<file path="src/hdl/vertical_boxcar_line_smoother_assert.svh">
// Assertion macros shared by the vertical boxcar smoother RTL.
// Each macro expects signals named clk and rst in the enclosing module.
`ifndef VERTICAL_BOXCAR_LINE_SMOOTHER_ASSERT_SVH
`define VERTICAL_BOXCAR_LINE_SMOOTHER_ASSERT_SVH

// Check cons in the same cycle as ante.
`define VBLS_ASSERT_NOW(name, ante, cons, msg) \
  name: assert property (@(posedge clk) disable iff (rst) (ante) |-> (cons)) \
    else $error(msg);

// Check cons in the cycle after ante.
`define VBLS_ASSERT_NEXT(name, ante, cons, msg) \
  name: assert property (@(posedge clk) disable iff (rst) (ante) |=> (cons)) \
    else $error(msg);

`endif

</file>
<file path="src/hdl/vbls_pkg.sv">
// Shared types and constants for the vertical boxcar smoother.
// No dependencies.
`default_nettype none

package vbls_pkg;

  localparam int SAMPLE_W     = 8;
  localparam int SUM_W        = 12;
  localparam int ROW_W        = 16;
  localparam int LINE_WIDTH_W = 13;
  localparam int APB_DATA_W   = 32;
  localparam int APB_ADDR_W   = 3;
  localparam int FIFO_DEPTH   = 4;
  localparam int FIFO_AW      = 2;
  localparam int FIFO_CW      = 3;

  localparam logic [ROW_W-1:0]        ROW_MAX          = '1;
  localparam logic [LINE_WIDTH_W-1:0] LINE_WIDTH_RESET = 13'd4096;

  // Word index of the line width register (paddr bit 2).
  localparam logic REG_LINE_WIDTH = 1'b0;

  localparam logic MODE_SAMPLE = 1'b0;
  localparam logic MODE_DRAIN  = 1'b1;

  typedef struct packed {
    logic valid;
    logic drain;
    logic sum_zero;
    logic sub_old;
    logic emit_raw;
    logic emit_smooth;
    logic last;
  } ctl_t;

  typedef struct packed {
    logic [SAMPLE_W-1:0] out_sample;
    logic                passed_raw;
    logic                drain_last;
  } res_t;

endpackage

`default_nettype wire

</file>
<file path="src/hdl/vbls_out_fifo.sv">
// Small result queue that decouples the smoother pipeline from output stalls.
// Uses vbls_pkg.
`default_nettype none

module vbls_out_fifo import vbls_pkg::*; (
  input  wire                clk,
  input  wire                rst,
  input  wire                push,
  input  res_t               push_data,
  output logic               out_valid,
  input  wire                out_ready,
  output res_t               out_data,
  output logic [FIFO_CW-1:0] count
);

  res_t               entries [FIFO_DEPTH];
  logic [FIFO_AW-1:0] wr_ptr;
  logic [FIFO_AW-1:0] rd_ptr;
  logic               pop;

  assign out_valid = (count != '0);
  assign pop       = out_valid && out_ready;
  assign out_data  = entries[rd_ptr];

  always_ff @(posedge clk) begin
    if (rst) begin
      wr_ptr <= '0;
      rd_ptr <= '0;
      count  <= '0;
    end else begin
      if (push) begin
        wr_ptr <= wr_ptr + FIFO_AW'(1);
      end
      if (pop) begin
        rd_ptr <= rd_ptr + FIFO_AW'(1);
      end
      count <= count + FIFO_CW'(push) - FIFO_CW'(pop);
    end
    if (push) begin
      entries[wr_ptr] <= push_data;
    end
  end

`include "vertical_boxcar_line_smoother_assert.svh"

  `VBLS_ASSERT_NOW(a_no_overflow, push, count < FIFO_CW'(FIFO_DEPTH), "result queue overflow")

endmodule

`default_nettype wire

</file>
<file path="config.mk">
export PLATFORM = sky130hd
export DESIGN_NAME = vbls_out_fifo
export DESIGN_NICKNAME = d
export VERILOG_FILES = /design/src/hdl/vbls_pkg.sv /design/src/hdl/vbls_out_fifo.sv
export VERILOG_INCLUDE_DIRS = /design/src /design/src/hdl
export SDC_FILE = /design/constraint.sdc
export NUM_CORES = 1
export LEC_CHECK = 0
export BUFFER_PORTS_ARGS = -buffer_cell sky130_fd_sc_hd__buf_2
export CORE_MARGIN = 2
export CORE_UTILIZATION = 55
export DETAILED_ROUTE_END_ITERATION = 8
export PLACE_DENSITY_LB_ADDON = 0.12
export SETUP_SLACK_MARGIN = 0.02
export SLEW_MARGIN = 20
export SYNTH_ARGS = -nofsm -noshare
export SYNTH_HDL_FRONTEND = slang
export SYNTH_SLANG_ARGS = --single-unit
</file>
<file path="constraint.sdc">
create_clock -name clk -period 2.65 [get_ports clk]
set_input_delay 0.265 -clock clk [delete_from_list [all_inputs] [get_ports clk]]
set_output_delay 0.265 -clock clk [all_outputs]
set_load 0.01 [all_outputs]
</file>
==> run_results.csv <==
group,metric,value,unit
yosys,yosys.area.top_type,"edfxtp_1",
clock_network,post_cts_resized,0,
clock_network,clkSinkCount,49,
die,rows,21,
power,p_leak,0.7904,nW
global_routing,track_usage,15.59,%
yosys,synth_xor_area_share,1.704,%
sta,max_freq,0.4681,GHz
yosys,synth_top_family_by_area,"multiplexers",
yosys,syn_avg_cell_area,19.68,um2
global_routing,antenna_found_initial,0,
sta,fin_ws,0.5139,ns
setup_path,reg2reg_slack,0.72,ns
setup_path,crit_path_start_kind,"flip-flop",
yosys,synthSimpleGateAreaFrac,3.932,%
yosys,yosys-mux-area-fraction,14.09,%
setup_path,cp_max_fo,10,
power,power_frac_clock,23.4,%
sta,hold_violations,0,
yosys,netlist_instances,97,
setup_path,r2r-end,"count[2]",
min_path,hold_path.class,"in -> reg",
yosys,syn_area,0.001909,mm2
global_routing,grt_max_degree,17,
clock_network,clockBufferDepth,2,
power,p_sw,0.0004605,W
global_routing,grt-ovfl-total,0,
placed_design,post-place-ws,0.7140,ns
status,status,"completed",
setup_path,cp-end-kind,"primary output",
clock_network,numCtsBuffers,5,
die,die_x,62.92,um
power,seq_power_share,54.7,%
die,coreArea,0.003337,mm2
power,p_per_area,825.1,mW/mm2
cells_and_area,num_antenna_cells,0,
routing,vias,928,
yosys,synth_cell_types,20,
yosys,synth-compound-area-share,0.9174,%
routing,dr.pass1.iters,6,
clock_network,cts_tree,"yes",
setup_path,r2r_cells,7,
yosys,syn-num-nets,118,
sta,clock_skew,0.009530,ns
power,switching_share,25.73,%
die,io_pins,28,
yosys,yosys-top-cells-area,"edfxtp_1 63%, mux4_2 12%, dfxtp_1 9.4%, ha_1 3.9%, and2_1 1.3%",
setup_path,required,2.38,ns
sta,drv_slew,0,
global_routing,grt_pass1_wl,4471,um
yosys,synth_seq_cells,49,
setup_path,criticalPathCategory,"reg -> out",
sta,setup_violations,0,
setup_path,crit_end,"out_data[9]",
cells_and_area,area_growth,13.63,%
setup_path,cp_data_arrival_time,1.87,ns
power,peakVddDrop,0.0004696,V
placed_design,hpwlAfterDp,1852,um
routing,vias_per_cell,5.303,
sta,min_period,2.136,ns
clock_network,root_buffer,"clkbuf_4",
placed_design,routabilityCongestion,0.7407,
power,combinationalPowerShare,21.9,%
die,die_h,62.92,um
routing,detail_route.wl_per_cell,15.45,um
routing,drtIter0Drc,52,
die,die_area,0.003959,mm2
routing,ant_nets,0,
placed_design,portBuffers,27,
yosys,synth_top_area_share,62.91,%
sta,relSlewSlack,55.14,%
routing,drc,0,
sta,rsz0062_at_grt,"false",
global_routing,first_global_vias,947,
yosys,yosysSeqAreaShare,72.35,%
clock_network,insertion_delay,0.35,ns
clock_network,ctsHoldBuffers,0,
yosys,synth_fa_ha_area_share,4.980,%
min_path,min_path_cells,1,
job,maxCapViolations,0,
cells_and_area,nets,149,
routing,routed_wl,2703,um
cells_and_area,drive_above_1_share,35.66,%
yosys,yosysWarningCount,0,
sta,min_period_over_period,80.61,%
power,p_int,0.001329,W
setup_path,r2r-start,"count[1]",
clock_network,cts_setup_buffers,0,
sta,worstMarginPinSlew,0.6720,ns
die,start_util,57.22,%
clock_network,htree_levels,2,
clock_network,clkTransAtPathRegs,0.13,ns
sta,tns,0,ns
-- how the worst min path moves through the flow --
stage                      start             to  slack, ns
finish              push_data[8]  entries[0][8]       0.11
global route        push_data[2]  entries[3][2]       0.09
CTS                 push_data[8]  entries[2][8]       0.09
detailed placement  push_data[8]  entries[3][8]       0.48
global placement    push_data[5]  entries[1][5]       0.48
floorplan           push_data[0]  entries[0][0]       0.36
-- cell type report --
| type | instances | area [um2] |
|---|---|---|
| Multi-Input combinational cell | 39 | 489.2 |
| Sequential cell | 49 | 1381 |
| Timing Repair Buffer | 27 | 135.1 |
| Tap cell | 46 | 57.56 |
| Inverter | 6 | 22.52 |
| Clock inverter | 3 | 46.29 |
| Fill cell | 264 | 1167 |
| Clock buffer | 5 | 37.54 |
-- layout by cell type (no fill, tap or decap), drive strengths merged --
master	netlist	routed
and2	4	4
buf	1	27
bufinv	0	1
clkbuf	2	5
clkinv	0	1
clkinvlp	0	1
dfxtp	9	9
edfxtp	40	40
fa	1	1
ha	6	6
inv	6	6
mux2	3	3
mux2i	1	1
mux4	10	10
nor2	5	5
nor2b	4	4
o311ai	1	1
o31a	1	1
or3	1	1
xnor2	1	1
xor3	1	1
-- registers in the layout, summed over array words and instances, names as in the netlist, named ones only --
register and flops:
count 3, entries 40, rd_ptr 2, wr_ptr 2
-- per-stage QoR --
stage | cell area (um2) | util [%] | hold WS (ns) | std cells | total power, W
floorplan | 1909 | - | 0.3639 | 97 | 0.001265
global placement | 2086 | 62.50 | 0.4753 | 167 | 0.001382
detailed placement | 2086 | 62.50 | 0.4803 | 167 | 0.001399
CTS | 2170 | 65.02 | 0.09162 | 175 | 0.001819
global route | 2170 | 65.02 | 0.09457 | 175 | 0.001901
finish | 2170 | 65.02 | 0.1066 | 175 | 0.001790
-- logic make-up after synthesis --
group | Yosys count
flops | 49
mux | 14
buf+inv | 9
compound gates | 2
xor+xnor | 2
fa+ha+maj | 7
simple gates | 14
-- Yosys cell counts --
cell      number
clkbuf_2       1
nor2b_1        4
clkbuf_1       1
nor2_1         5
edfxtp_1      40
mux2i_1        1
fa_1           1
mux2_2         1
buf_4          1
xnor2_1        1
mux2_1         2
o31a_1         1
xor3_1         1
o311ai_0       1
and2_1         4
inv_1          6
or3_1          1
mux4_2        10
dfxtp_1        9
ha_1           6
-- power groups by stage --
stage	Clock, W	Combinational, W	Sequential, W
2_1_floorplan	0	0.000310	0.000955
3_3_place_gp	0	0.000389	0.000993
3_5_place_dp	0	0.000399	0.00100
4_1_cts	0.000434	0.000402	0.000983
5_1_grt	0.000466	0.000441	0.000994
6_report	0.000419	0.000392	0.000978
-- layer usage --
layer	global-route usage, %	wire length (um)
met1	17.13	1088
met2	27.79	1447
met3	3.604	122
met4	8.333	44
met5	0	0
-- critical path: stages, from the launching register on --
cell and delay [ns]:
dfxtp_1 0.77, mux4_2 0.59, buf_2 0.15
No activity file was read; power rests on OpenSTA's default activity.
