--- config.mk ---
export PLATFORM = sky130hd
export DESIGN_NAME = vbls_ctrl
export DESIGN_NICKNAME = d
export VERILOG_FILES = /design/src/hdl/vbls_pkg.sv /design/src/hdl/vbls_ctrl.sv
export VERILOG_INCLUDE_DIRS = /design/src /design/src/hdl
export SDC_FILE = /design/constraint.sdc
export NUM_CORES = 1
export LEC_CHECK = 0
export BUFFER_PORTS_ARGS = -buffer_cell sky130_fd_sc_hd__buf_2
export CAP_MARGIN = 0
export CORE_MARGIN = 4
export CORE_UTILIZATION = 31
export CTS_CLUSTER_DIAMETER = 120
export DETAILED_ROUTE_END_ITERATION = 6
export GPL_ROUTABILITY_DRIVEN = 0
export SLEW_MARGIN = 10
export SYNTH_ARGS = -nofsm -noshare
export SYNTH_HDL_FRONTEND = slang
export SYNTH_SLANG_ARGS = --single-unit
--- constraint.sdc ---
create_clock -name clk -period 8.2 [get_ports clk]
set_clock_uncertainty 0.15 [all_clocks]
set_input_delay 2.46 -clock clk [delete_from_list [all_inputs] [get_ports clk]]
set_output_delay 2.46 -clock clk [all_outputs]
set_load 0.05 [all_outputs]
--- src/hdl/vertical_boxcar_line_smoother_assert.svh ---
// Assertion macros shared by the vertical boxcar smoother RTL.
// Each macro expects signals named clk and rst in the enclosing module.
`ifndef VERTICAL_BOXCAR_LINE_SMOOTHER_ASSERT_SVH
`define VERTICAL_BOXCAR_LINE_SMOOTHER_ASSERT_SVH

// Check cons in the same cycle as ante.
`define VBLS_ASSERT_NOW(name, ante, cons, msg) \
  name: assert property (@(posedge clk) disable iff (rst) (ante) |-> (cons)) \
    else $error(msg);

// Check cons in the cycle after ante.
`define VBLS_ASSERT_NEXT(name, ante, cons, msg) \
  name: assert property (@(posedge clk) disable iff (rst) (ante) |=> (cons)) \
    else $error(msg);

`endif

--- src/hdl/vbls_pkg.sv ---
// Shared types and constants for the vertical boxcar smoother.
// No dependencies.
`default_nettype none

package vbls_pkg;

  localparam int SAMPLE_W     = 8;
  localparam int SUM_W        = 12;
  localparam int ROW_W        = 16;
  localparam int LINE_WIDTH_W = 13;
  localparam int APB_DATA_W   = 32;
  localparam int APB_ADDR_W   = 3;
  localparam int FIFO_DEPTH   = 4;
  localparam int FIFO_AW      = 2;
  localparam int FIFO_CW      = 3;

  localparam logic [ROW_W-1:0]        ROW_MAX          = '1;
  localparam logic [LINE_WIDTH_W-1:0] LINE_WIDTH_RESET = 13'd4096;

  // Word index of the line width register (paddr bit 2).
  localparam logic REG_LINE_WIDTH = 1'b0;

  localparam logic MODE_SAMPLE = 1'b0;
  localparam logic MODE_DRAIN  = 1'b1;

  typedef struct packed {
    logic valid;
    logic drain;
    logic sum_zero;
    logic sub_old;
    logic emit_raw;
    logic emit_smooth;
    logic last;
  } ctl_t;

  typedef struct packed {
    logic [SAMPLE_W-1:0] out_sample;
    logic                passed_raw;
    logic                drain_last;
  } res_t;

endpackage

`default_nettype wire

--- src/hdl/vbls_ctrl.sv ---
// Sequencer of the vertical boxcar smoother: line width register, column, row,
// ring slot and drain counters, and memory address generation. Uses vbls_pkg.
`default_nettype none

module vbls_ctrl import vbls_pkg::*; #(
  parameter int KERNEL_ROWS = 5,
  parameter int MAX_WIDTH   = 4096,
  localparam int AW = $clog2(KERNEL_ROWS * MAX_WIDTH),
  localparam int CW = $clog2(MAX_WIDTH)
) (
  input  wire                     clk,
  input  wire                     rst,
  input  wire                     cfg_we,
  input  wire  [LINE_WIDTH_W-1:0] cfg_wdata,
  output logic [LINE_WIDTH_W-1:0] line_width,
  input  wire                     accept,
  input  wire                     mode,
  input  wire  [SAMPLE_W-1:0]     sample,
  output ctl_t                    req,
  output logic [AW-1:0]           store_addr,
  output logic [CW-1:0]           sum_addr,
  output logic [SAMPLE_W-1:0]     req_sample
);

  localparam int HALF = KERNEL_ROWS / 2;
  localparam int SW   = $clog2(KERNEL_ROWS);
  localparam int PW   = $clog2(HALF + 1);

  logic [LINE_WIDTH_W-1:0] line_width_next;
  logic [CW-1:0]           width_last, width_last_next;
  logic [CW-1:0]           column_index, column_index_next;
  logic [ROW_W-1:0]        row_index, row_index_next;
  logic [SW-1:0]           ring_slot, ring_slot_next;
  logic [CW-1:0]           drain_col, drain_col_next;
  logic [PW-1:0]           drain_line, drain_line_next;

  logic [PW-1:0] pending;
  logic          drain_active;
  logic          drain_end;
  logic [SW:0]   drain_slot_raw;
  logic [SW-1:0] drain_slot;
  logic [31:0]   eff_width;
  logic          restart;

  always_comb begin
    if (row_index < ROW_W'(HALF)) begin
      pending = '0;
    end else if (row_index < ROW_W'(2 * HALF)) begin
      pending = PW'(row_index - ROW_W'(HALF));
    end else begin
      pending = PW'(HALF);
    end
  end

  assign drain_active = (drain_col != '0) || (drain_line != '0);
  assign drain_end    = (drain_line == PW'(pending - PW'(1))) && (drain_col == width_last);

  always_comb begin
    drain_slot_raw = (SW+1)'(ring_slot) + (SW+1)'(KERNEL_ROWS) - (SW+1)'(pending)
                   + (SW+1)'(drain_line);
    if (drain_slot_raw >= (SW+1)'(KERNEL_ROWS)) begin
      drain_slot = SW'(drain_slot_raw - (SW+1)'(KERNEL_ROWS));
    end else begin
      drain_slot = SW'(drain_slot_raw);
    end
  end

  always_comb begin
    eff_width = 32'(cfg_wdata);
    if (eff_width == 32'd0) begin
      eff_width = 32'd1;
    end else if (eff_width > 32'(MAX_WIDTH)) begin
      eff_width = 32'(MAX_WIDTH);
    end
  end

  always_comb begin
    line_width_next   = line_width;
    width_last_next   = width_last;
    column_index_next = column_index;
    row_index_next    = row_index;
    ring_slot_next    = ring_slot;
    drain_col_next    = drain_col;
    drain_line_next   = drain_line;
    restart           = 1'b0;
    if (cfg_we) begin
      line_width_next = cfg_wdata;
      width_last_next = CW'(eff_width - 32'd1);
      restart         = 1'b1;
    end else if (accept) begin
      if (mode == MODE_DRAIN) begin
        if ((pending == '0) || drain_end) begin
          restart = 1'b1;
        end else if (drain_col == width_last) begin
          drain_col_next  = '0;
          drain_line_next = drain_line + PW'(1);
        end else begin
          drain_col_next = drain_col + CW'(1);
        end
      end else if (!drain_active) begin
        if (column_index == width_last) begin
          column_index_next = '0;
          if (row_index != ROW_MAX) begin
            row_index_next = row_index + ROW_W'(1);
          end
          if (ring_slot == SW'(KERNEL_ROWS - 1)) begin
            ring_slot_next = '0;
          end else begin
            ring_slot_next = ring_slot + SW'(1);
          end
        end else begin
          column_index_next = column_index + CW'(1);
        end
      end
    end
    if (restart) begin
      column_index_next = '0;
      row_index_next    = '0;
      ring_slot_next    = '0;
      drain_col_next    = '0;
      drain_line_next   = '0;
    end
  end

  always_ff @(posedge clk) begin
    if (rst) begin
      line_width   <= LINE_WIDTH_RESET;
      width_last   <= CW'(MAX_WIDTH - 1);
      column_index <= '0;
      row_index    <= '0;
      ring_slot    <= '0;
      drain_col    <= '0;
      drain_line   <= '0;
    end else begin
      line_width   <= line_width_next;
      width_last   <= width_last_next;
      column_index <= column_index_next;
      row_index    <= row_index_next;
      ring_slot    <= ring_slot_next;
      drain_col    <= drain_col_next;
      drain_line   <= drain_line_next;
    end
  end

  always_comb begin
    req.valid       = accept && ((mode == MODE_DRAIN) ? (pending != '0) : !drain_active);
    req.drain       = (mode == MODE_DRAIN);
    req.sum_zero    = (row_index == '0);
    req.sub_old     = (row_index >= ROW_W'(KERNEL_ROWS));
    req.emit_raw    = (row_index < ROW_W'(HALF));
    req.emit_smooth = (row_index >= ROW_W'(2 * HALF));
    req.last        = drain_end;
    if (mode == MODE_DRAIN) begin
      store_addr = AW'(drain_slot) * AW'(MAX_WIDTH) + AW'(drain_col);
    end else begin
      store_addr = AW'(ring_slot) * AW'(MAX_WIDTH) + AW'(column_index);
    end
    sum_addr   = column_index;
    req_sample = sample;
  end

`include "vertical_boxcar_line_smoother_assert.svh"

  `VBLS_ASSERT_NOW(a_col_in_line, 1'b1, column_index <= width_last, "column index past line end")
  `VBLS_ASSERT_NOW(a_drain_has_rows, drain_active, pending != '0, "drain running with no rows")

endmodule

`default_nettype wire

==> flow_summary.html, run 1 <==
<table>
<tr><th>Metric</th><th>Value</th></tr>
<tr><th colspan="2">Synthesis</th></tr>
<tr><td>Summed instance area of the synthesized netlist</td><td>0.00447 mm2</td></tr>
<tr><td>Most numerous cell types in the synthesized netlist</td><td>dfxtp_1, nor2_1, nand2_1</td></tr>
<tr><td>Synth top area cells</td><td>dfxtp_1, xor2_1, ha_1</td></tr>
<tr><td>Post-Synthesis Cells</td><td>557</td></tr>
<tr><td>Number of storage elements in the synthesis netlist</td><td>70</td></tr>
<tr><td>Share of Yosys cell area claimed by the top area cell type</td><td>31.3%</td></tr>
<tr><td>Mean cell area of the mapped netlist</td><td>8.03 um2</td></tr>
<tr><td>Sequential share of the synthesized area</td><td>31.3%</td></tr>
<tr><td>Count of warnings emitted by yosys</td><td>0</td></tr>
<tr><td>Cell variety after synth</td><td>53</td></tr>
<tr><td>Share of flip-flops with an asynchronous set or reset after synthesis</td><td>0%</td></tr>
<tr><td>Count of flip-flops with a built-in enable after synthesis</td><td>0</td></tr>
<tr><td>Most used DFF post-synth</td><td>dfxtp_1</td></tr>
<tr><td>Most used standard cell by instance count after synthesis</td><td>dfxtp_1</td></tr>
<tr><td>Mapped Nets</td><td>604</td></tr>
<tr><td>Leading area contributor after synthesis</td><td>dfxtp_1</td></tr>
<tr><th colspan="2">Global routing</th></tr>
<tr><td>Vias in the first global route</td><td>4,011</td></tr>
<tr><td>Largest net degree at the start of global routing</td><td>35</td></tr>
<tr><td>Initial antenna violation count</td><td>0</td></tr>
<tr><td>Overall global routing resource usage</td><td>15.1%</td></tr>
<tr><td>Global-route wire length before repair</td><td>20,200 um</td></tr>
<tr><td>Remaining global-route overflow</td><td>0</td></tr>
<tr><th colspan="2">Floorplanning</th></tr>
<tr><td>Core area</td><td>0.0140 mm2</td></tr>
<tr><td>I/O pin count</td><td>81</td></tr>
<tr><td>Horizontal die dimension</td><td>128 um</td></tr>
<tr><td>Die outline height</td><td>128 um</td></tr>
<tr><td>Number of rows created at floorplan</td><td>43</td></tr>
<tr><td>Effective utilization at floorplan</td><td>32.0%</td></tr>
<tr><td>Die area</td><td>0.0164 mm2</td></tr>
<tr><th colspan="2">Power</th></tr>
<tr><td>Maximum ir drop on the vdd rail</td><td>98.5 uV</td></tr>
<tr><td>Power density relative to cell area</td><td>170 mW/mm2</td></tr>
<tr><td>Static Leakage</td><td>2.02 nW</td></tr>
<tr><th colspan="2">Clock network</th></tr>
<tr><td>Clock slew at reported path FFs</td><td>60 ps</td></tr>
<tr><td>Post-CTS Setup Bufs</td><td>0</td></tr>
<tr><td>Resized Gates After CTS</td><td>0</td></tr>
<tr><td>Cell at the root of the clock tree</td><td>clkbuf_16</td></tr>
<tr><td>Number of sinks on the clock net</td><td>70</td></tr>
<tr><td>Post-cts hold buffer count</td><td>0</td></tr>
<tr><td>CTS tree</td><td>yes</td></tr>
<tr><td>Clock latency on the worst-skew pair</td><td>330 ps</td></tr>
<tr><td>Total CTS buffers</td><td>9</td></tr>
<tr><td>Count of H-tree levels built during CTS</td><td>3</td></tr>
<tr><td>Largest buffer count on any clock path</td><td>2</td></tr>
<tr><th colspan="2">STA</th></tr>
<tr><td>Slew headroom</td><td>49.4%</td></tr>
<tr><td>Final critical-path share of the clock period</td><td>78.1%</td></tr>
<tr><td>Setup tns final</td><td>0 ps</td></tr>
<tr><td>Transition time of the tightest slew-check pin</td><td>759 ps</td></tr>
<tr><td>RSZ-0062 raised after global routing</td><td>no</td></tr>
<tr><td>Upper clock frequency limit</td><td>0.156 GHz</td></tr>
<tr><td>Fin crit period</td><td>6400 ps</td></tr>
<tr><td>Worst Hold Slack</td><td>312 ps</td></tr>
<tr><td>Final Hold Fails</td><td>0</td></tr>
<tr><td>Slew Viols, Final</td><td>0</td></tr>
<tr><td>Final setup viols</td><td>0</td></tr>
<tr><th colspan="2">Critical path</th></tr>
<tr><td>Worst-path fanout max</td><td>5</td></tr>
<tr><td>Longest individual stage delay on the worst path</td><td>500 ps</td></tr>
<tr><td>Most frequent cell on the critical path</td><td>inv_1</td></tr>
<tr><td>Required arrival time at the worst endpoint</td><td>5590 ps</td></tr>
<tr><td>Critical path capture point type</td><td>primary output</td></tr>
<tr><td>Nature of the critical path startpoint</td><td>register</td></tr>
<tr><td>Data arrival at the endpoint of the critical path</td><td>3790 ps</td></tr>
<tr><td>Buf/Inv on CP</td><td>4</td></tr>
<tr><td>CP Class</td><td>register to primary output</td></tr>
<tr><td>Highest-delay cell along the critical path</td><td>fa_1</td></tr>
<tr><td>Dominant delay contributor by cell family on the critical path</td><td>simple AND/OR/NAND/NOR gates</td></tr>
<tr><td>Cell-by-cell trace of the critical path</td><td>nor4_2 &gt; nand4_2 &gt; nor3_1 &gt; fa_1 &gt; inv_1 &gt; ha_1 &gt; xor2_1 &gt; inv_1 &gt; ha_1 &gt; inv_1 &gt; o21ai_0 &gt; nand2_1 &gt; xnor2_1 &gt; a21oi_1 &gt; buf_2</td></tr>
<tr><th colspan="2">Placement</th></tr>
<tr><td>Detailed Place HPWL</td><td>8830 um</td></tr>
<tr><td>Number of input and output port buffers inserted</td><td>64</td></tr>
<tr><th colspan="2">Run status</th></tr>
<tr><td>Result of the run</td><td>finished clean</td></tr>
<tr><th colspan="2">Layout</th></tr>
<tr><td>Antenna cells</td><td>0</td></tr>
<tr><td>Area of the multi-input gates</td><td>0.00276 mm2</td></tr>
<tr><td>Share of post-route cells with drive strength above 1</td><td>17.7%</td></tr>
<tr><td>Filler instances</td><td>1,447</td></tr>
<tr><td>Growth of design area from synthesis to finish</td><td>15.5%</td></tr>
<tr><td>Storage cell area</td><td>0.00140 mm2</td></tr>
<tr><td>Core utilization of the finished layout</td><td>36.9%</td></tr>
<tr><td>Number of nets in the final layout</td><td>643</td></tr>
<tr><th colspan="2">Flow run</th></tr>
<tr><td>Max-cap viol count</td><td>0</td></tr>
<tr><th colspan="2">Drt</th></tr>
<tr><td>Wire length after detailed routing</td><td>11,900 um</td></tr>
<tr><td>Number of violations reported at the end of detailed-routing iteration 0</td><td>263</td></tr>
<tr><td>Final ANT Viol Nets</td><td>0</td></tr>
<tr><td># DRC</td><td>0</td></tr>
<tr><td>Routed via count divided by cell count</td><td>5.24</td></tr>
<tr><td>Total iterations of the first detailed-routing run</td><td>4</td></tr>
<tr><td>Total via count after detailed routing</td><td>4,088</td></tr>
<tr><td>Wirelength per Cell</td><td>15.3 um</td></tr>
<tr><th colspan="2">Hold path</th></tr>
<tr><td>Class of the worst hold path</td><td>register to register</td></tr>
</table>
sequential cells by signal, indices dropped and copies added (netlist names):
name	count
drain_col	12
drain_line	2
line_width	13
ring_slot	3
row_index	16
sum_addr	12
width_last	12
power breakdown:
| group | internal [W] | switching (W) |
|---|---|---|
| registers | 0.000347 | 0.00000628 |
| logic | 0.0000231 | 0.0000521 |
| clock network | 0.000295 | 0.000153 |
worst min-delay path, cell delays in order (launching register included):
cell and delay, ps:
dfxtp_1 300, nand2_1 60, a21oi_1 50
path summary, 6_finish.rpt:
kind / start / endpoint / slack [ps] / cells past startpoint
worst min register to register: line_width[8] / line_width[8] / 310 / 2
worst max register to register: row_index[12] / sum_addr[4] / 4670 / 10
worst min-delay path: line_width[8] / line_width[8] / 310 / 2
worst max-delay path: row_index[12] / store_addr[12] / 1800 / 15
placed cells by master, fill, tap and decap left out, types with 3 or more instances in the layout:
cell / n
nand2b_1: 5
a21oi_1: 35
mux2i_1: 12
or3_1: 9
inv_1: 25
nor2_1: 57
bufinv_16: 3
and2_1: 5
and3_1: 12
o31ai_1: 3
nand4_1: 18
nor3_1: 23
xor2_1: 32
nand2_1: 46
nand3_1: 21
o21ai_0: 33
dfxtp_1: 70
buf_2: 64
nor2b_1: 6
xnor2_1: 19
ha_1: 19
or4_1: 4
buf_4: 3
clkbuf_16: 9
and4_1: 5
nor4_1: 8
nor4_2: 3
mux2_2: 13
layer usage:
| layer | wire length, um | GRT usage, % | up-vias |
|---|---|---|---|
| met4 | 153 | 4.43 | 0 |
| met3 | 720 | 3.29 | 11 |
| li1 | - | - | 2013 |
| met2 | 5340 | 23.4 | 121 |
| met5 | 0 | 0 | - |
| met1 | 5690 | 21.0 | 1943 |
area by class of cell:
cell class / instances / area share [%]
clock buffer: 9 / 4.36
clock inverter: 6 / 2.16
inverter: 26 / 1.89
multi-input combinational: 422 / 53.5
sequential: 70 / 27.1
tap: 180 / 4.36
timing repair buffer: 67 / 6.64
per-stage QoR:
step,total power [W],instance area [um2],std cells,worst slack (ps)
6_report,0.000877,5170,780,1800
5_1_grt,0.000907,5170,780,1410
4_1_cts,0.000885,5170,780,1770
3_5_place_dp,0.000437,4830,765,1800
3_3_place_gp,0.000435,4830,765,1850
2_1_floorplan,0.000426,4470,557,1580
logic make-up (layout without fill, tap and decap cells):
logic type,Yosys count,in the layout,synth area share (%)
fa+ha+maj,21,21,6.21
simple gates,232,232,26.8
flops,70,70,31.3
compound gates,93,93,12.7
xor+xnor,51,51,9.99
mux,25,25,5.96
buf+inv,65,108,6.99
No activity file was read; power rests on OpenSTA's default activity.
==> inputs of run 2 (changes only) <==
- ABC_AREA: unset -> 1
- clock period: 8.2 -> 6.4 ns (I/O delays scaled with it)
==> run 2 against run 1 <==
Net effect:
- sequential power rose by 29%
- largest power group unchanged
- highest routed layer unchanged
- synthesized cell count rose by 38%
- sequential cell count unchanged
==> flow_summary.html, run 2 <==
<table>
<tr><th>Metric</th><th>Value</th></tr>
<tr><th colspan="2">Floorplanning</th></tr>
<tr><td>Die area</td><td>0.0188 mm2 (was 0.0164 mm2)</td></tr>
<tr><td>Number of rows created at floorplan</td><td>46 (was 43)</td></tr>
<tr><td>I/O pin count</td><td>81 (unchanged)</td></tr>
<tr><td>Horizontal die dimension</td><td>137 um (was 128 um)</td></tr>
<tr><td>Die outline height</td><td>137 um (was 128 um)</td></tr>
<tr><td>Core area</td><td>0.0161 mm2 (was 0.0140 mm2)</td></tr>
<tr><td>Effective utilization at floorplan</td><td>32.1% (was 32.0%)</td></tr>
<tr><th colspan="2">Critical path</th></tr>
<tr><td>Cells on worst reg2reg path</td><td>12 (was 10)</td></tr>
<tr><td>Setup slack on the worst flop-to-flop path</td><td>3530 ps (was 4670 ps)</td></tr>
<tr><td>Worst reg2reg path startpoint</td><td>row_index[2] (was row_index[12])</td></tr>
<tr><td>Required arrival time at the worst endpoint</td><td>4330 ps (was 5590 ps)</td></tr>
<tr><td>Crit path launch</td><td>row_index[2] (was row_index[12])</td></tr>
<tr><td>Critical path capture point type</td><td>primary output (unchanged)</td></tr>
<tr><td>Nature of the critical path startpoint</td><td>register (unchanged)</td></tr>
<tr><td>CP Class</td><td>register to primary output (unchanged)</td></tr>
<tr><td>Data arrival at the endpoint of the critical path</td><td>3420 ps (was 3790 ps)</td></tr>
<tr><td>Reg-to-reg endpoint</td><td>row_index[12] (was sum_addr[4])</td></tr>
<tr><td>Setup crit end</td><td>store_addr[12] (unchanged)</td></tr>
<tr><td>Worst-path fanout max</td><td>7 (was 5)</td></tr>
<tr><th colspan="2">Layout</th></tr>
<tr><td>Fin area</td><td>0.00587 mm2 (was 0.00517 mm2)</td></tr>
<tr><td>Growth of design area from synthesis to finish</td><td>13.6% (was 15.5%)</td></tr>
<tr><td>Antenna cells</td><td>0 (unchanged)</td></tr>
<tr><td>Area of the multi-input gates</td><td>0.00321 mm2 (was 0.00276 mm2)</td></tr>
<tr><td>Filler instances</td><td>1,771 (was 1,447)</td></tr>
<tr><td>Most frequent cells in the layout</td><td>nand2_1, nor2_1, dfxtp_1, inv_1, buf_2 (was dfxtp_1, buf_2, nor2_1, nand2_1, a21oi_1)</td></tr>
<tr><td>Number of flip-flops in the largest register</td><td>16 (unchanged)</td></tr>
<tr><td>Most common library cell in the layout ignoring fill and taps</td><td>nand2_1 (was dfxtp_1)</td></tr>
<tr><td>Number of nets in the final layout</td><td>847 (was 643)</td></tr>
<tr><td>Largest registers</td><td>row_index x16, line_width x13 (unchanged)</td></tr>
<tr><td>Biggest register</td><td>row_index (unchanged)</td></tr>
<tr><td>Storage cell area</td><td>0.00140 mm2 (unchanged)</td></tr>
<tr><td>Share of post-route cells with drive strength above 1</td><td>18.4% (was 17.7%)</td></tr>
<tr><th colspan="2">Clock network</th></tr>
<tr><td>Resized Gates After CTS</td><td>0 (unchanged)</td></tr>
<tr><td>Clock slew at reported path FFs</td><td>60 ps (about the same)</td></tr>
<tr><td>CTS tree</td><td>yes (unchanged)</td></tr>
<tr><td>Clock latency on the worst-skew pair</td><td>330 ps (about the same)</td></tr>
<tr><td>Total CTS buffers</td><td>9 (unchanged)</td></tr>
<tr><td>Number of sinks on the clock net</td><td>70 (unchanged)</td></tr>
<tr><td>Post-cts hold buffer count</td><td>0 (unchanged)</td></tr>
<tr><td>Cell at the root of the clock tree</td><td>clkbuf_16 (unchanged)</td></tr>
<tr><td>Largest buffer count on any clock path</td><td>2 (unchanged)</td></tr>
<tr><td>Count of H-tree levels built during CTS</td><td>3 (unchanged)</td></tr>
<tr><td>Post-CTS Setup Bufs</td><td>0 (unchanged)</td></tr>
<tr><th colspan="2">STA</th></tr>
<tr><td>Final setup viols</td><td>0 (unchanged)</td></tr>
<tr><td>Slew Viols, Final</td><td>0 (unchanged)</td></tr>
<tr><td>Setup slack of the critical path after layout</td><td>906 ps (was 1800 ps)</td></tr>
<tr><td>Upper clock frequency limit</td><td>0.182 GHz</td></tr>
<tr><td>Final Hold Fails</td><td>0 (unchanged)</td></tr>
<tr><td>Slew headroom</td><td>49.4% (about the same)</td></tr>
<tr><td>Transition time of the tightest slew-check pin</td><td>757 ps (was 759 ps)</td></tr>
<tr><td>Setup tns final</td><td>0 ps (unchanged)</td></tr>
<tr><td>Fin crit period</td><td>5490 ps</td></tr>
<tr><td>Worst Hold Slack</td><td>334 ps (was 312 ps)</td></tr>
<tr><td>RSZ-0062 raised after global routing</td><td>no (unchanged)</td></tr>
<tr><td>Final critical-path share of the clock period</td><td>85.8%</td></tr>
<tr><th colspan="2">Synthesis</th></tr>
<tr><td>Most numerous cell types in the synthesized netlist</td><td>nand2_1, nor2_1, dfxtp_1 (was dfxtp_1, nor2_1, nand2_1)</td></tr>
<tr><td>Post-Synthesis Cells</td><td>766 (was 557)</td></tr>
<tr><td>Share of Yosys cell area claimed by the top area cell type</td><td>27.1% (was 31.3%)</td></tr>
<tr><td>Cell variety after synth</td><td>38 (was 53)</td></tr>
<tr><td>Synth top area cells</td><td>dfxtp_1, nand2_1, a21oi_2 (was dfxtp_1, xor2_1, ha_1)</td></tr>
<tr><td>Xor and xnor fraction of the mapped netlist area</td><td>8.14% (was 9.99%)</td></tr>
<tr><td>Mean cell area of the mapped netlist</td><td>6.75 um2 (was 8.03 um2)</td></tr>
<tr><td>Count of flip-flops with a built-in enable after synthesis</td><td>0 (unchanged)</td></tr>
<tr><td>Synth Area in Compound Gates</td><td>14.2% (was 12.7%)</td></tr>
<tr><td>Most used standard cell by instance count after synthesis</td><td>nand2_1 (was dfxtp_1)</td></tr>
<tr><td>Share of flip-flops with an asynchronous set or reset after synthesis</td><td>0% (unchanged)</td></tr>
<tr><td>Sequential share of the synthesized area</td><td>27.1% (was 31.3%)</td></tr>
<tr><td>Number of storage elements in the synthesis netlist</td><td>70 (unchanged)</td></tr>
<tr><td>Count of warnings emitted by yosys</td><td>0 (unchanged)</td></tr>
<tr><td>Summed instance area of the synthesized netlist</td><td>0.00517 mm2 (was 0.00447 mm2)</td></tr>
<tr><td>Adder-Cell Fraction of Synth Area</td><td>5.38% (was 6.21%)</td></tr>
<tr><td>Simple logic cell fraction of the synthesized area</td><td>34.4% (was 26.8%)</td></tr>
<tr><td>Leading area contributor after synthesis</td><td>dfxtp_1 (unchanged)</td></tr>
<tr><td>Main combinational cell family by area after synthesis</td><td>simple AND/OR/NAND/NOR gates (unchanged)</td></tr>
<tr><td>Most used DFF post-synth</td><td>dfxtp_1 (unchanged)</td></tr>
<tr><td>Fraction of synthesized area in multiplexers</td><td>0% (was 5.96%)</td></tr>
<tr><td>Mapped Nets</td><td>813 (was 604)</td></tr>
<tr><th colspan="2">Flow run</th></tr>
<tr><td>Max-cap viol count</td><td>0 (unchanged)</td></tr>
<tr><th colspan="2">Drt</th></tr>
<tr><td>Final ANT Viol Nets</td><td>0 (unchanged)</td></tr>
<tr><td>Total iterations of the first detailed-routing run</td><td>5 (was 4)</td></tr>
<tr><td>Number of violations reported at the end of detailed-routing iteration 0</td><td>367 (was 263)</td></tr>
<tr><td>Wirelength per Cell</td><td>14.1 um (was 15.3 um)</td></tr>
<tr><td>Wire length after detailed routing</td><td>14,400 um (was 11,900 um)</td></tr>
<tr><td>Routed via count divided by cell count</td><td>4.89 (was 5.24)</td></tr>
<tr><td># DRC</td><td>0 (unchanged)</td></tr>
<tr><td>Total via count after detailed routing</td><td>4,990 (was 4,088)</td></tr>
<tr><th colspan="2">Placement</th></tr>
<tr><td>Detailed Place HPWL</td><td>10,700 um (was 8830 um)</td></tr>
<tr><td>Number of input and output port buffers inserted</td><td>64 (unchanged)</td></tr>
<tr><td>Cell area after placement</td><td>0.00551 mm2 (was 0.00483 mm2)</td></tr>
<tr><td>Post-placement setup slack</td><td>1170 ps (was 1800 ps)</td></tr>
<tr><th colspan="2">Power</th></tr>
<tr><td>Power share of the clock group</td><td>52.1% (was 51.1%)</td></tr>
<tr><td>Maximum ir drop on the vdd rail</td><td>99.7 uV (was 98.5 uV)</td></tr>
<tr><td>Static Leakage</td><td>2.43 nW (was 2.02 nW)</td></tr>
<tr><td>Reg power frac</td><td>38.4% (was 40.3%)</td></tr>
<tr><td>Net Sw Power</td><td>0.000293 W (was 0.000211 W)</td></tr>
<tr><td>Share of total power in combinational logic</td><td>9.4% (was 8.6%)</td></tr>
<tr><td>Power density relative to cell area</td><td>203 mW/mm2 (was 170 mW/mm2)</td></tr>
<tr><td>Switching power as a share of total power</td><td>24.6% (was 24.1%)</td></tr>
<tr><td>Cell-internal power</td><td>0.000898 W (was 0.000666 W)</td></tr>
<tr><th colspan="2">Global routing</th></tr>
<tr><td>Overall global routing resource usage</td><td>16.0% (was 15.1%)</td></tr>
<tr><td>Global-route wire length before repair</td><td>23,900 um (was 20,200 um)</td></tr>
<tr><td>Remaining global-route overflow</td><td>0 (unchanged)</td></tr>
<tr><td>Initial antenna violation count</td><td>0 (unchanged)</td></tr>
<tr><td>Vias in the first global route</td><td>4,681 (was 4,011)</td></tr>
<tr><td>Largest net degree at the start of global routing</td><td>46 (was 35)</td></tr>
<tr><th colspan="2">Hold path</th></tr>
<tr><td>Hold Crit Start</td><td>line_width[12] (was line_width[8])</td></tr>
<tr><td>Class of the worst hold path</td><td>register to register (unchanged)</td></tr>
<tr><th colspan="2">Run status</th></tr>
<tr><td>Result of the run</td><td>finished clean (unchanged)</td></tr>
</table>
## run 2: changes by cell type after synthesis, moves of 12 or more
cell / change
nand2_1: +145
a21oi_2: +37
inv_2: +14
mux2i_1: -12
nand4_1: +14
nand3_1: +31
nor2_1: +15
inv_1: +41
mux2_2: -13
## run 2: worst min-delay path by stage
stage	end	cells past startpoint
after global routing	line_width[2]	2
after CTS	line_width[12]	2
after floorplan	drain_line[0]	2
after detailed placement	line_width[12]	2
after global placement	line_width[12]	2
final	line_width[12]	2
## run 2: kinds of logic (layout without fill, tap and decap cells)
group | after synthesis | after routing
fa+ha+maj | 21 | 21
buf+inv | 122 | 161
flops | 70 | 70
xor+xnor | 48 | 48
simple gates | 391 | 391
compound gates | 114 | 114
## run 2: final cells by class
cell class	count	share of cell area [%]
tap	216	4.60
clock inverter	6	2.28
inverter	80	5.11
sequential	70	23.9
timing repair buffer	65	5.58
clock buffer	10	3.90
multi-input combinational	574	54.7
## run 2: worst max-delay path, cell delays in order, from the launching register on
cell	delay [ps]
dfxtp_1	460
inv_2	90
nand2_1	110
nor2_4	60
nand3_2	90
inv_1	50
fa_1	500
inv_1	50
ha_1	270
xnor2_1	270
inv_1	80
ha_1	180
o21ai_0	150
nand2_1	110
xor2_1	160
o21ai_0	170
buf_2	300
## run 2: metal layers
layer | vias to the layer above | global-route usage (%) | wire (um)
li1 | 2562 | - | -
met1 | 2300 | 21.3 | 6960
met2 | 114 | 25.8 | 6520
met4 | 0 | 4.55 | 176
met5 | - | 0 | 0
met3 | 14 | 3.68 | 778
## run 2: per-stage QoR
| step | total power [W] | instances | util, % |
|---|---|---|---|
| 3_3_place_gp | 0.000580 | 1005 | 34.2 |
| 5_1_grt | 0.00124 | 1021 | 36.4 |
| 3_5_place_dp | 0.000580 | 1005 | 34.2 |
| 2_1_floorplan | 0.000565 | 766 | - |
| 4_1_cts | 0.00120 | 1021 | 36.4 |
| 6_report | 0.00119 | 1021 | 36.4 |
## run 2: power by group through the flow
| stage | Clock [W] | Combinational [W] | Sequential [W] |
|---|---|---|---|
| after floorplan | 0 | 0.0000796 | 0.000485 |
| after global placement | 0 | 0.000112 | 0.000468 |
| after detailed placement | 0 | 0.000113 | 0.000467 |
| after CTS | 0.000630 | 0.000113 | 0.000458 |
| after global routing | 0.000650 | 0.000126 | 0.000460 |
| final | 0.000621 | 0.000112 | 0.000458 |
==> inputs of run 3 (changes only) <==
- CORE_ASPECT_RATIO: unset -> 1.25
==> run 3 against run 2 <==
Net effect:
- hold slack lost 4.0 ps
- cell count is essentially flat
- core utilization shrank 0.78 points
- final area shrank 1.2%
- non-clock buffer count is the same
- sequential power is essentially flat
- routed wire length shrank 2.8%
- sequential cell count is the same
- combinational power is essentially flat
- die area is essentially flat
- register-to-register slack is essentially flat
- first-iteration DRC count shrank 32%
- largest power group unchanged
- highest routed layer unchanged
==> flow_summary.html, run 3 (same netlist as run 2, synthesis figures left out) <==
<table>
<tr><th>Metric</th><th>Value</th></tr>
<tr><th colspan="2">Run status</th></tr>
<tr><td>Result of the run</td><td>finished clean (unchanged)</td></tr>
<tr><th colspan="2">Floorplanning</th></tr>
<tr><td>Effective utilization at floorplan</td><td>31.8% (was 32.1%)</td></tr>
<tr><td>Core area</td><td>0.0163 mm2 (was 0.0161 mm2)</td></tr>
<tr><td>Die area</td><td>0.0188 mm2 (about the same)</td></tr>
<tr><td>I/O pin count</td><td>81 (unchanged)</td></tr>
<tr><td>Die outline height</td><td>152 um (was 137 um)</td></tr>
<tr><td>Horizontal die dimension</td><td>123 um (was 137 um)</td></tr>
<tr><td>Number of rows created at floorplan</td><td>52 (was 46)</td></tr>
<tr><th colspan="2">Drt</th></tr>
<tr><td>Routed via count divided by cell count</td><td>4.80 (was 4.89)</td></tr>
<tr><td>Total via count after detailed routing</td><td>4,893 (was 4,990)</td></tr>
<tr><td># DRC</td><td>0 (unchanged)</td></tr>
<tr><td>Wire length on met3</td><td>869 um (was 778 um)</td></tr>
<tr><td>Highest routed layer</td><td>met4 (unchanged)</td></tr>
<tr><td>Total iterations of the first detailed-routing run</td><td>5 (unchanged)</td></tr>
<tr><td>Wire length after detailed routing</td><td>14,000 um (was 14,400 um)</td></tr>
<tr><td>Number of violations reported at the end of detailed-routing iteration 0</td><td>248 (was 367)</td></tr>
<tr><td>Detailed-route wire length on metal 1</td><td>6000 um (was 6960 um)</td></tr>
<tr><td>Wirelength per Cell</td><td>13.7 um (was 14.1 um)</td></tr>
<tr><td>Met2 routed WL</td><td>6820 um (was 6520 um)</td></tr>
<tr><td>Final ANT Viol Nets</td><td>0 (unchanged)</td></tr>
<tr><th colspan="2">Global routing</th></tr>
<tr><td>Initial antenna violation count</td><td>0 (unchanged)</td></tr>
<tr><td>Remaining global-route overflow</td><td>0 (unchanged)</td></tr>
<tr><td>Overall global routing resource usage</td><td>15.3% (was 16.0%)</td></tr>
<tr><td>Global-route wire length before repair</td><td>23,100 um (was 23,900 um)</td></tr>
<tr><td>Largest net degree at the start of global routing</td><td>46 (unchanged)</td></tr>
<tr><td>Vias in the first global route</td><td>4,619 (was 4,681)</td></tr>
<tr><th colspan="2">Placement</th></tr>
<tr><td>Number of cells after detailed placement</td><td>1,005 (unchanged)</td></tr>
<tr><td>Number of input and output port buffers inserted</td><td>64 (unchanged)</td></tr>
<tr><td>Post-placement setup slack</td><td>1220 ps (was 1170 ps)</td></tr>
<tr><td>Detailed Place HPWL</td><td>10,500 um (was 10,700 um)</td></tr>
<tr><th colspan="2">STA</th></tr>
<tr><td>Slew headroom</td><td>49.4% (about the same)</td></tr>
<tr><td>Fin crit period</td><td>5490 ps (about the same)</td></tr>
<tr><td>Final critical-path share of the clock period</td><td>85.7% (was 85.8%)</td></tr>
<tr><td>Final setup viols</td><td>0 (unchanged)</td></tr>
<tr><td>Setup slack of the critical path after layout</td><td>915 ps (was 906 ps)</td></tr>
<tr><td>Slew Viols, Final</td><td>0 (unchanged)</td></tr>
<tr><td>Setup tns final</td><td>0 ps (unchanged)</td></tr>
<tr><td>Final Hold Fails</td><td>0 (unchanged)</td></tr>
<tr><td>RSZ-0062 raised after global routing</td><td>no (unchanged)</td></tr>
<tr><td>Transition time of the tightest slew-check pin</td><td>759 ps (was 757 ps)</td></tr>
<tr><td>Upper clock frequency limit</td><td>0.182 GHz (about the same)</td></tr>
<tr><th colspan="2">Clock network</th></tr>
<tr><td>Post-cts hold buffer count</td><td>0 (unchanged)</td></tr>
<tr><td>Largest buffer count on any clock path</td><td>2 (unchanged)</td></tr>
<tr><td>Count of H-tree levels built during CTS</td><td>3 (unchanged)</td></tr>
<tr><td>Post-CTS Setup Bufs</td><td>0 (unchanged)</td></tr>
<tr><td>Number of sinks on the clock net</td><td>70 (unchanged)</td></tr>
<tr><td>Total CTS buffers</td><td>9 (unchanged)</td></tr>
<tr><td>Clock latency on the worst-skew pair</td><td>350 ps (was 330 ps)</td></tr>
<tr><td>Cell at the root of the clock tree</td><td>clkbuf_16 (unchanged)</td></tr>
<tr><td>CTS tree</td><td>yes (unchanged)</td></tr>
<tr><td>Clock slew at reported path FFs</td><td>60 ps (about the same)</td></tr>
<tr><td>Resized Gates After CTS</td><td>0 (unchanged)</td></tr>
<tr><th colspan="2">Critical path</th></tr>
<tr><td>Nature of the critical path startpoint</td><td>register (unchanged)</td></tr>
<tr><td>Required arrival time at the worst endpoint</td><td>4330 ps (about the same)</td></tr>
<tr><td>Critical path capture point type</td><td>primary output (unchanged)</td></tr>
<tr><td>Setup slack on the worst flop-to-flop path</td><td>3540 ps (was 3530 ps)</td></tr>
<tr><td>CP Class</td><td>register to primary output (unchanged)</td></tr>
<tr><td>Data arrival at the endpoint of the critical path</td><td>3420 ps (about the same)</td></tr>
<tr><td>Reg-to-reg endpoint</td><td>row_index[14] (was row_index[12])</td></tr>
<tr><td>Crit path launch</td><td>row_index[2] (unchanged)</td></tr>
<tr><td>Worst-path fanout max</td><td>7 (unchanged)</td></tr>
<tr><td>Worst reg2reg path startpoint</td><td>row_index[2] (unchanged)</td></tr>
<tr><td>Cells on worst reg2reg path</td><td>12 (unchanged)</td></tr>
<tr><th colspan="2">Flow run</th></tr>
<tr><td>Max-cap viol count</td><td>0 (unchanged)</td></tr>
<tr><th colspan="2">Power</th></tr>
<tr><td>Static Leakage</td><td>2.39 nW (was 2.43 nW)</td></tr>
<tr><td>Power density relative to cell area</td><td>185 mW/mm2 (was 203 mW/mm2)</td></tr>
<tr><td>Share of total power in combinational logic</td><td>10.3% (was 9.4%)</td></tr>
<tr><td>Switching power as a share of total power</td><td>26.8% (was 24.6%)</td></tr>
<tr><td>Net Sw Power</td><td>0.000287 W (was 0.000293 W)</td></tr>
<tr><td>Cell-internal power</td><td>0.000787 W (was 0.000898 W)</td></tr>
<tr><td>Power share of the clock group</td><td>47.0% (was 52.1%)</td></tr>
<tr><td>Maximum ir drop on the vdd rail</td><td>134 uV (was 99.7 uV)</td></tr>
<tr><td>Reg power frac</td><td>42.6% (was 38.4%)</td></tr>
<tr><th colspan="2">Layout</th></tr>
<tr><td>Share of post-route cells with drive strength above 1</td><td>18.3% (was 18.4%)</td></tr>
<tr><td>Largest registers</td><td>row_index x16, line_width x13 (unchanged)</td></tr>
<tr><td>Number of nets in the final layout</td><td>847 (unchanged)</td></tr>
<tr><td>Count of placed standard cells in the final layout, fillers left out</td><td>1,020 (was 1,021)</td></tr>
<tr><td>Filler instances</td><td>1,809 (was 1,771)</td></tr>
<tr><td>Biggest register</td><td>row_index (unchanged)</td></tr>
<tr><td>Growth of design area from synthesis to finish</td><td>12.2% (was 13.6%)</td></tr>
<tr><td>Antenna cells</td><td>0 (unchanged)</td></tr>
<tr><td>Number of flip-flops in the largest register</td><td>16 (unchanged)</td></tr>
<tr><td>Most common library cell in the layout ignoring fill and taps</td><td>nand2_1 (unchanged)</td></tr>
<tr><td>Most frequent cells in the layout</td><td>nand2_1, nor2_1, dfxtp_1, inv_1, buf_2 (unchanged)</td></tr>
<tr><th colspan="2">Hold path</th></tr>
<tr><td>Class of the worst hold path</td><td>register to register (unchanged)</td></tr>
<tr><td>Hold Crit Start</td><td>line_width[12] (unchanged)</td></tr>
<tr><td>Hold Path Depth</td><td>2 (unchanged)</td></tr>
<tr><td>End point of the worst hold path</td><td>line_width[12] (unchanged)</td></tr>
</table>
run 3: worst max-delay path, cell delays in order (launching register included):
cell     delay, ps
dfxtp_1        470
inv_2           90
nand2_1        110
nor2_4          60
nand3_2         90
inv_1           50
fa_1           490
inv_1           50
ha_1           280
xnor2_1        280
inv_1           80
ha_1           180
o21ai_0        150
nand2_1        110
xor2_1         160
o21ai_0        130
buf_2          280
run 3: area by class of cell:
cell class	instances	area, um2	area share, %
well taps	216	270	4.66
flip-flops and latches	70	1400	24.2
clock buffers	11	243	4.19
repair buffers	65	328	5.65
clock inverters	4	47.5	0.820
multi-input cells	574	3210	55.3
inverters	80	300	5.18
run 3: worst max path at each step:
| stage | endpoint | cells past startpoint |
|---|---|---|
| after floorplan | store_addr[12] | 15 |
| after global placement | store_addr[13] | 5 |
| after detailed placement | store_addr[13] | 5 |
| after CTS | store_addr[12] | 16 |
| after global routing | store_addr[12] | 16 |
| final | store_addr[12] | 16 |
run 3: power groups by stage:
stage	Clock [W]	Sequential, W	Combinational [W]
3_3_place_gp	0	0.000467	0.000111
3_5_place_dp	0	0.000467	0.000112
6_report	0.000505	0.000458	0.000111
5_1_grt	0.000531	0.000460	0.000125
2_1_floorplan	0	0.000485	0.0000796
4_1_cts	0.000518	0.000458	0.000112
run 3: metal layers:
layer | vias up | global-route usage, %
met3 | 24 | 4.42
met1 | 2203 | 18.2
met4 | 0 | 4.91
met2 | 111 | 26.1
li1 | 2555 | -
met5 | - | 0
run 3: through the flow:
step | utilization, % | total power (W) | cell area (um2) | hold slack, ps
3_3_place_gp | 33.9 | 0.000578 | 5510 | 305
5_1_grt | 35.7 | 0.00112 | 5800 | 354
3_5_place_dp | 33.9 | 0.000579 | 5510 | 318
4_1_cts | 35.7 | 0.00109 | 5800 | 335
6_report | 35.7 | 0.00107 | 5800 | 330
2_1_floorplan | - | 0.000565 | 5170 | 312
